[src/awfd_pkg.sv]
// Package for the acoustic wave update pipeline.
// Register indexes, reset values, pipeline depth and the divide-by-3 constants.
// No dependencies.
`timescale 1ns / 1ps
`default_nettype none

package awfd_pkg;

  // Register stages from input acceptance to the output register.
  localparam int unsigned NSTG = 11;

  // Configuration register indexes.
  typedef enum logic [1:0] {
    CFG_INV_DZ_SQ = 2'd0,
    CFG_INV_DX_SQ = 2'd1,
    CFG_DT_STEP   = 2'd2
  } awfd_cfg_idx_e;

  localparam logic [31:0] INV_DZ_SQ_RST = 32'd16777216;  // 1.0 in Q8.24
  localparam logic [31:0] INV_DX_SQ_RST = 32'd16777216;  // 1.0 in Q8.24
  localparam logic [31:0] DT_STEP_RST   = 32'd4294967;   // ~0.001 in Q0.32

  // floor(u / 3) = (u * DIV3_RECIP) >> DIV3_SHIFT for u < 2^38
  localparam int unsigned DIV3_SHIFT = 40;
  localparam logic [38:0] DIV3_RECIP = 39'd366503875926;  // (2^40 + 2) / 3
  // Offset that makes the dividend non-negative; removed again after division.
  localparam logic [37:0] DIV3_BIAS  = 38'd103079215104;  // 3 * 2^35
  localparam logic [36:0] DIV3_UNBIAS = 37'd34359738368;  // 2^35

  // Stage enables of the divide unit.
  typedef struct packed {
    logic en_a;
    logic en_b;
  } awfd_div_en_t;

endpackage

`default_nettype wire

[src/awfd_div3.sv]
// Two-stage floor divide by 3 using a split reciprocal multiply.
// Depends on awfd_pkg (reciprocal, shift, unbias offset, enable struct).
`timescale 1ns / 1ps
`default_nettype none

module awfd_div3 (
  input  wire                          clk_i,
  input  awfd_pkg::awfd_div_en_t       en_i,
  input  wire  [37:0]                  u_i,     // biased dividend
  output logic signed [36:0]           t_o      // floor(u/3) - 2^35
);

  logic [57:0] ph_q, ph_d;
  logic [57:0] pl_q, pl_d;
  logic [76:0] prod;
  logic [36:0] quo;
  logic signed [36:0] t_d;

  // stage a: two 19 x 39 partial products
  assign ph_d = u_i[37:19] * awfd_pkg::DIV3_RECIP;
  assign pl_d = u_i[18:0] * awfd_pkg::DIV3_RECIP;

  always_ff @(posedge clk_i) begin
    if (en_i.en_a) begin
      ph_q <= ph_d;
      pl_q <= pl_d;
    end
  end

  // stage b: combine, shift, remove bias
  assign prod = {ph_q, 19'b0} + {19'b0, pl_q};
  assign quo  = prod[76:awfd_pkg::DIV3_SHIFT];
  assign t_d  = $signed(quo - awfd_pkg::DIV3_UNBIAS);

  always_ff @(posedge clk_i) begin
    if (en_i.en_b) begin
      t_o <= t_d;
    end
  end

endmodule

`default_nettype wire

[config.mk]
export PLATFORM = sky130hd
export DESIGN_NAME = awfd_div3
export DESIGN_NICKNAME = d
export VERILOG_FILES = /design/src/awfd_pkg.sv /design/src/awfd_div3.sv
export SDC_FILE = /design/constraint.sdc
export NUM_CORES = 1
export LEC_CHECK = 0
export ABC_AREA = 1
export BUFFER_PORTS_ARGS = -buffer_cell sky130_fd_sc_hd__clkbuf_2
export CAP_MARGIN = 5
export CORE_ASPECT_RATIO = 0.8
export CORE_MARGIN = 2
export CORE_UTILIZATION = 65
export DETAILED_ROUTE_END_ITERATION = 7
export PLACE_DENSITY_LB_ADDON = 0.1
export SKIP_CTS_REPAIR_TIMING = 1
export SYNTH_ARGS = -nofsm -noshare
export SYNTH_HDL_FRONTEND = slang
export SYNTH_SLANG_ARGS = --single-unit
[constraint.sdc]
create_clock -name clk_i -period 7.2 [get_ports clk_i]
set_input_delay 1.08 -clock clk_i [delete_from_list [all_inputs] [get_ports clk_i]]
set_output_delay 1.08 -clock clk_i [all_outputs]
set_load 0.005 [all_outputs]
==> impl_metrics.yaml, run 1 <==
global_route:
  grt.total_usage: 0.380
  grt_max_degree: 93
  grt_pass1_wl_um: 99100
  antenna_found_initial: 1
  grt_overflow: 0
  grt_pass1_vias: 18400
logic_synthesis:
  synth_compound_area_frac: 0.0776
  synth-adder-area-share: 0.395
  synthSimpleGateAreaFrac: 0.201
  synth_area_um2: 21300
  synthXorXnorAreaFrac: 0.0280
  synth_seq_area_share: 0.186
  synthMuxAreaShare: 0
  syn_inst: 2682
  yosysTopAreaCellShare: 0.212
  yosys.cell_types.count: 42
  synth.avg_cell_area_um2: 7.94
  yosysWarnings: 0
  synth_fp_nets: 3260
  synth_seq_cells: 132
  synth_top_family_by_area: "adder cells"
  synthArstFlopShare: 0
  synth-main-ff-cell: "edfxtp_1"
  yosys-top-cells-area: "fa_1 21%, edfxtp_1 19%, ha_1 18%, inv_1 11%, nand2_1 9.6%"
  synth_edf_count: 132
  synth_top_area_cell: "fa_1"
final_layout:
  diodes: 0
  num-nets-final: 3353
  syn_to_final_growth_pct: 6.84
  drive_gt1_frac: 0.0545
  fin_cells: 3215
  final_util: 0.702
placement:
  port_buffers: 77
  placed_cells: 3183
  gp_congestion: 1.01
  dpl.hpwl_um: 56200
critical_path:
  criticalPathCategory: "primary input to flip-flop"
  cp_max_fo: 10
  worstSetupStartpointType: "primary input"
  rrSetupSlack_ns: 4.50
  cp-end-kind: "flip-flop"
  arrival_ns: 6.85
  worstPathRequired_ns: 7.39
die:
  fp.dieH_um: 166
  rows: 59
  dieArea_um2: 34200
  die_w_um: 206
  start_util: 0.657
  core-area_um2: 32400
  io_pins: 78
detailed_routing:
  routed_wl_um: 63500
  vias: 18400
  antenna_left: 0
  viasPerCell: 5.74
  drc: 0
  drt-pass1-iter-count: 8
  drt-initial-drc-count: 1704
  wl_per_cell_um: 19.7
timing:
  finalSetupTns_ns: 0
  slew_headroom: 0.190
  rsz0062_at_grt: "false"
  tightest_slew_ns: 1.22
  period_share: 0.925
  hold_slack_ns: 0.665
  hold_viol: 0
  max_freq_ghz: 0.150
  setup_violations: 0
  clock_skew_ns: 0.0106
  period_needed_ns: 6.66
  slew_violations: 0
cts:
  cts_num_sinks: 132
  clockBufferDepth: 2
  cts_made_buffers: 17
  htree_levels: 4
  clk_latency_ns: 0.44
  path_clk_slew_ns: 0.06
  cts-root-buf: "clkbuf_16"
  cts_tree: "yes"
flow_run:
  drv_cap: 0
min_path:
  hold_class: "flip-flop to flip-flop"
outcome:
  status: "completed"
metrics by stage:
stage | area (um^2) | setup slack [ns]
after global routing | 22700 | 0.313
final | 22700 | 0.538
after detailed placement | 22200 | 0.244
after floorplan | 21300 | 1.25
after global placement | 22200 | 0.342
after CTS | 22700 | 0.705
critical path: stages:
cell and delay (ns):
clkbuf_2 0.16, ha_1 0.37, fa_1 0.62, inv_1 0.12
fa_1 0.61, fa_1 0.63, fa_1 0.50, fa_1 0.56
inv_1 0.04, ha_1 0.56, inv_2 0.18, nor2_8 0.23
nand2_4 0.10, nor2_2 0.18, inv_1 0.10, nor3_1 0.35
nand3_1 0.24, nand4_1 0.15, nand2_1 0.06
cells in the mapped netlist (26+ instances only):
cell type and n:
ha_1 312, fa_1 225, nor3_1 32, nand2_1 545, xor2_1 62, edfxtp_1 132, a21oi_1 159, inv_1 618
nor2_1 232, nand4_1 26, o21ai_0 90, nand3_1 127
kinds of logic after synthesis:
kind of cell	after synthesis
buf+inv	626
flops	132
simple gates	1015
fa+ha+maj	537
compound gates	304
xor+xnor	68
final timing paths:
kind	startpoint	to	depth (start not counted)
max	u_i[6]	pl_q[47]	19
max reg2reg	ph_q[30]	t_o[10]	7
min	ph_q[52]	t_o[31]	2
min reg2reg	ph_q[52]	t_o[31]	2
routing by layer:
metal | part of all wire | vias up | track usage
li1 | - | 8704 | -
met1 | 0.45 | 8747 | 0.567
met2 | 0.42 | 876 | 0.559
met3 | 0.10 | 113 | 0.0887
met4 | 0.024 | 2 | 0.0944
met5 | 0.00019 | - | 0
cell usage in the layout (no fill, tap or decap), drive strengths merged, types with 62 or more instances in the layout:
| cell type | n |
|---|---|
| xor2 | 62 |
| a21oi | 161 |
| fa | 225 |
| nand2 | 562 |
| ha | 312 |
| nand3 | 129 |
| inv | 628 |
| o21ai | 98 |
| nor2 | 242 |
| edfxtp | 132 |
| clkbuf | 93 |
state kept, by name, indices dropped and copies added, names as in the netlist:
register / cells
t_o: 37
ph_q: 57
pl_q: 38
area by class of cell:
class	count	area, um^2
multi-input cells	1924	14900
well taps	427	534
repair buffers	80	410
clock inverters	15	159
fillers	2598	9660
clock buffers	17	425
inverters	620	2330
flip-flops and latches	132	3960
Power of run 1 is not shown: default switching activity piles up to over one toggle a cycle in this logic, so the estimate is an artifact.
==> inputs of run 2 (changes only) <==
- CORE_MARGIN: 2 -> default
==> run 2 against run 1 <==
  * First-iteration DRC count grew 17%
  * Maximum frequency is 2.3% higher
  * Clock skew is 0.0036 ns higher
  * Critical path depth did not move
  * Global-route usage is 1.3 points higher
  * Clock-buffer cell count did not move
  * Hold slack got worse by 0.023 ns
  * Register-to-register slack better by 0.16 ns
  * Sequential share of layout area hardly changed
  * Routed wire length increased by 1.0%
  * Flip-flop and latch count unchanged
  * Worst setup slack improved by 0.15 ns
==> impl_metrics.yaml, run 2 (synthesis gave the netlist of run 1 again) <==
outcome:
  status: "completed"
cts:
  cts_tree: "yes"
  cts_num_sinks: 132
  clk_latency_ns: 0.44
  clockBufferDepth: 2
  path_clk_slew_ns: 0.07
  cts-root-buf: "clkbuf_16"
  htree_levels: 4
  cts_made_buffers: 17
final_layout:
  regMostFlops: "ph_q"
  final_cell_mix: "618 x inv_1, 545 x nand2_1, 312 x ha_1, 232 x nor2_1, 225 x fa_1"
  syn_to_final_growth_pct: 6.92
  top_regs: "ph_q (57), pl_q (38), t_o (37)"
  largest_reg_flops: 57
  num-nets-final: 3357
  layout_commonest_cell: "inv_1"
  drive_gt1_frac: 0.0559
critical_path:
  critPathSlowestCell: "ha_1"
  worstPathRequired_ns: 7.39
  rrSetupSlack_ns: 4.66
  crit_path_max_incr_delay_ns: 0.63
  arrival_ns: 6.70
  criticalPathCategory: "primary input to flip-flop"
  cp-end-kind: "flip-flop"
  cp_max_fo: 12
  worstSetupStartpointType: "primary input"
  crit_chain: "clkbuf_2 > ha_1 > fa_1 > fa_1 > inv_1 > fa_1 > inv_1 > fa_1 > fa_1 > ha_1 > nand2_1 > nor2_2 > inv_1 > nor3_2 > nand2_1 > nand2_2 > nand2_1 > nand3_1 > nand2_1"
  path_common_cell: "fa_1"
min_path:
  hold_class: "flip-flop to flip-flop"
placement:
  dpl.hpwl_um: 56500
  port_buffers: 77
  gp_congestion: 1.06
flow_run:
  drv_cap: 0
detailed_routing:
  antenna_left: 0
  wl_per_cell_um: 20.0
  vias: 18700
  viasPerCell: 5.83
  drt-pass1-iter-count: 6
  routed_wl_um: 64100
  drc: 0
  drt-initial-drc-count: 1990
timing:
  slew_violations: 0
  setup_violations: 0
  clock_skew_ns: 0.0142
  period_share: 0.904
  rsz0062_at_grt: "false"
  max_freq_ghz: 0.154
  finalSetupTns_ns: 0
  slew_headroom: 0.380
  period_needed_ns: 6.51
  tightest_slew_ns: 0.929
  hold_viol: 0
global_route:
  grt_overflow: 0
  grt_pass1_wl_um: 99200
  grt_pass1_vias: 18300
  antenna_found_initial: 0
  grt_max_degree: 71
  grt.total_usage: 0.393
die:
  dieArea_um2: 33500
  start_util: 0.668
  core-area_um2: 31900
  die_w_um: 204
  rows: 58
  io_pins: 78
  fp.dieH_um: 164
[run 2: layout make-up]
type | count | area [um^2]
Tap cell | 420 | 526
Clock inverter | 15 | 153
Sequential cell | 132 | 3960
Fill cell | 2473 | 9090
Antenna cell | 1 | 2.50
Clock buffer | 17 | 425
Multi-Input combinational cell | 1924 | 14900
Inverter | 620 | 2330
Timing Repair Buffer | 84 | 440
[run 2: worst max-delay path, delay by kind of cell]
kind / cells / cell delay, ns
adder cells (fa/ha/maj): 7 / 3.79
AND/OR/NAND/NOR: 8 / 1.38
buffers and inverters: 4 / 0.44
[run 2: worst paths after layout]
| path | cells past startpoint | endpoint | startpoint |
|---|---|---|---|
| max | 19 | ph_q[42] | u_i[23] |
| min | 2 | t_o[34] | ph_q[55] |
| max reg2reg | 11 | t_o[31] | pl_q[54] |
| min reg2reg | 2 | t_o[34] | ph_q[55] |
[run 2: per-stage QoR]
step	setup WS [ns]	util	std cells	instance area [um^2]	hold WS, ns
final	0.690	0.715	3213	22800	0.642
after global routing	0.427	0.715	3212	22800	0.703
after CTS	0.695	0.715	3212	22800	0.642
after detailed placement	0.262	0.696	3180	22200	0.633
after global placement	0.516	0.696	3180	22200	0.607
after floorplan	1.25	-	2682	21300	0.570
[run 2: layer usage]
layer / part of all wire / vias to the layer above / GRT usage
met5: 0 / - / 0
met4: 0.023 / 0 / 0.0980
met3: 0.12 / 122 / 0.0994
met2: 0.43 / 1087 / 0.590
met1: 0.43 / 8816 / 0.565
li1: - / 8714 / -
Power of run 2 is left out for the same reason.
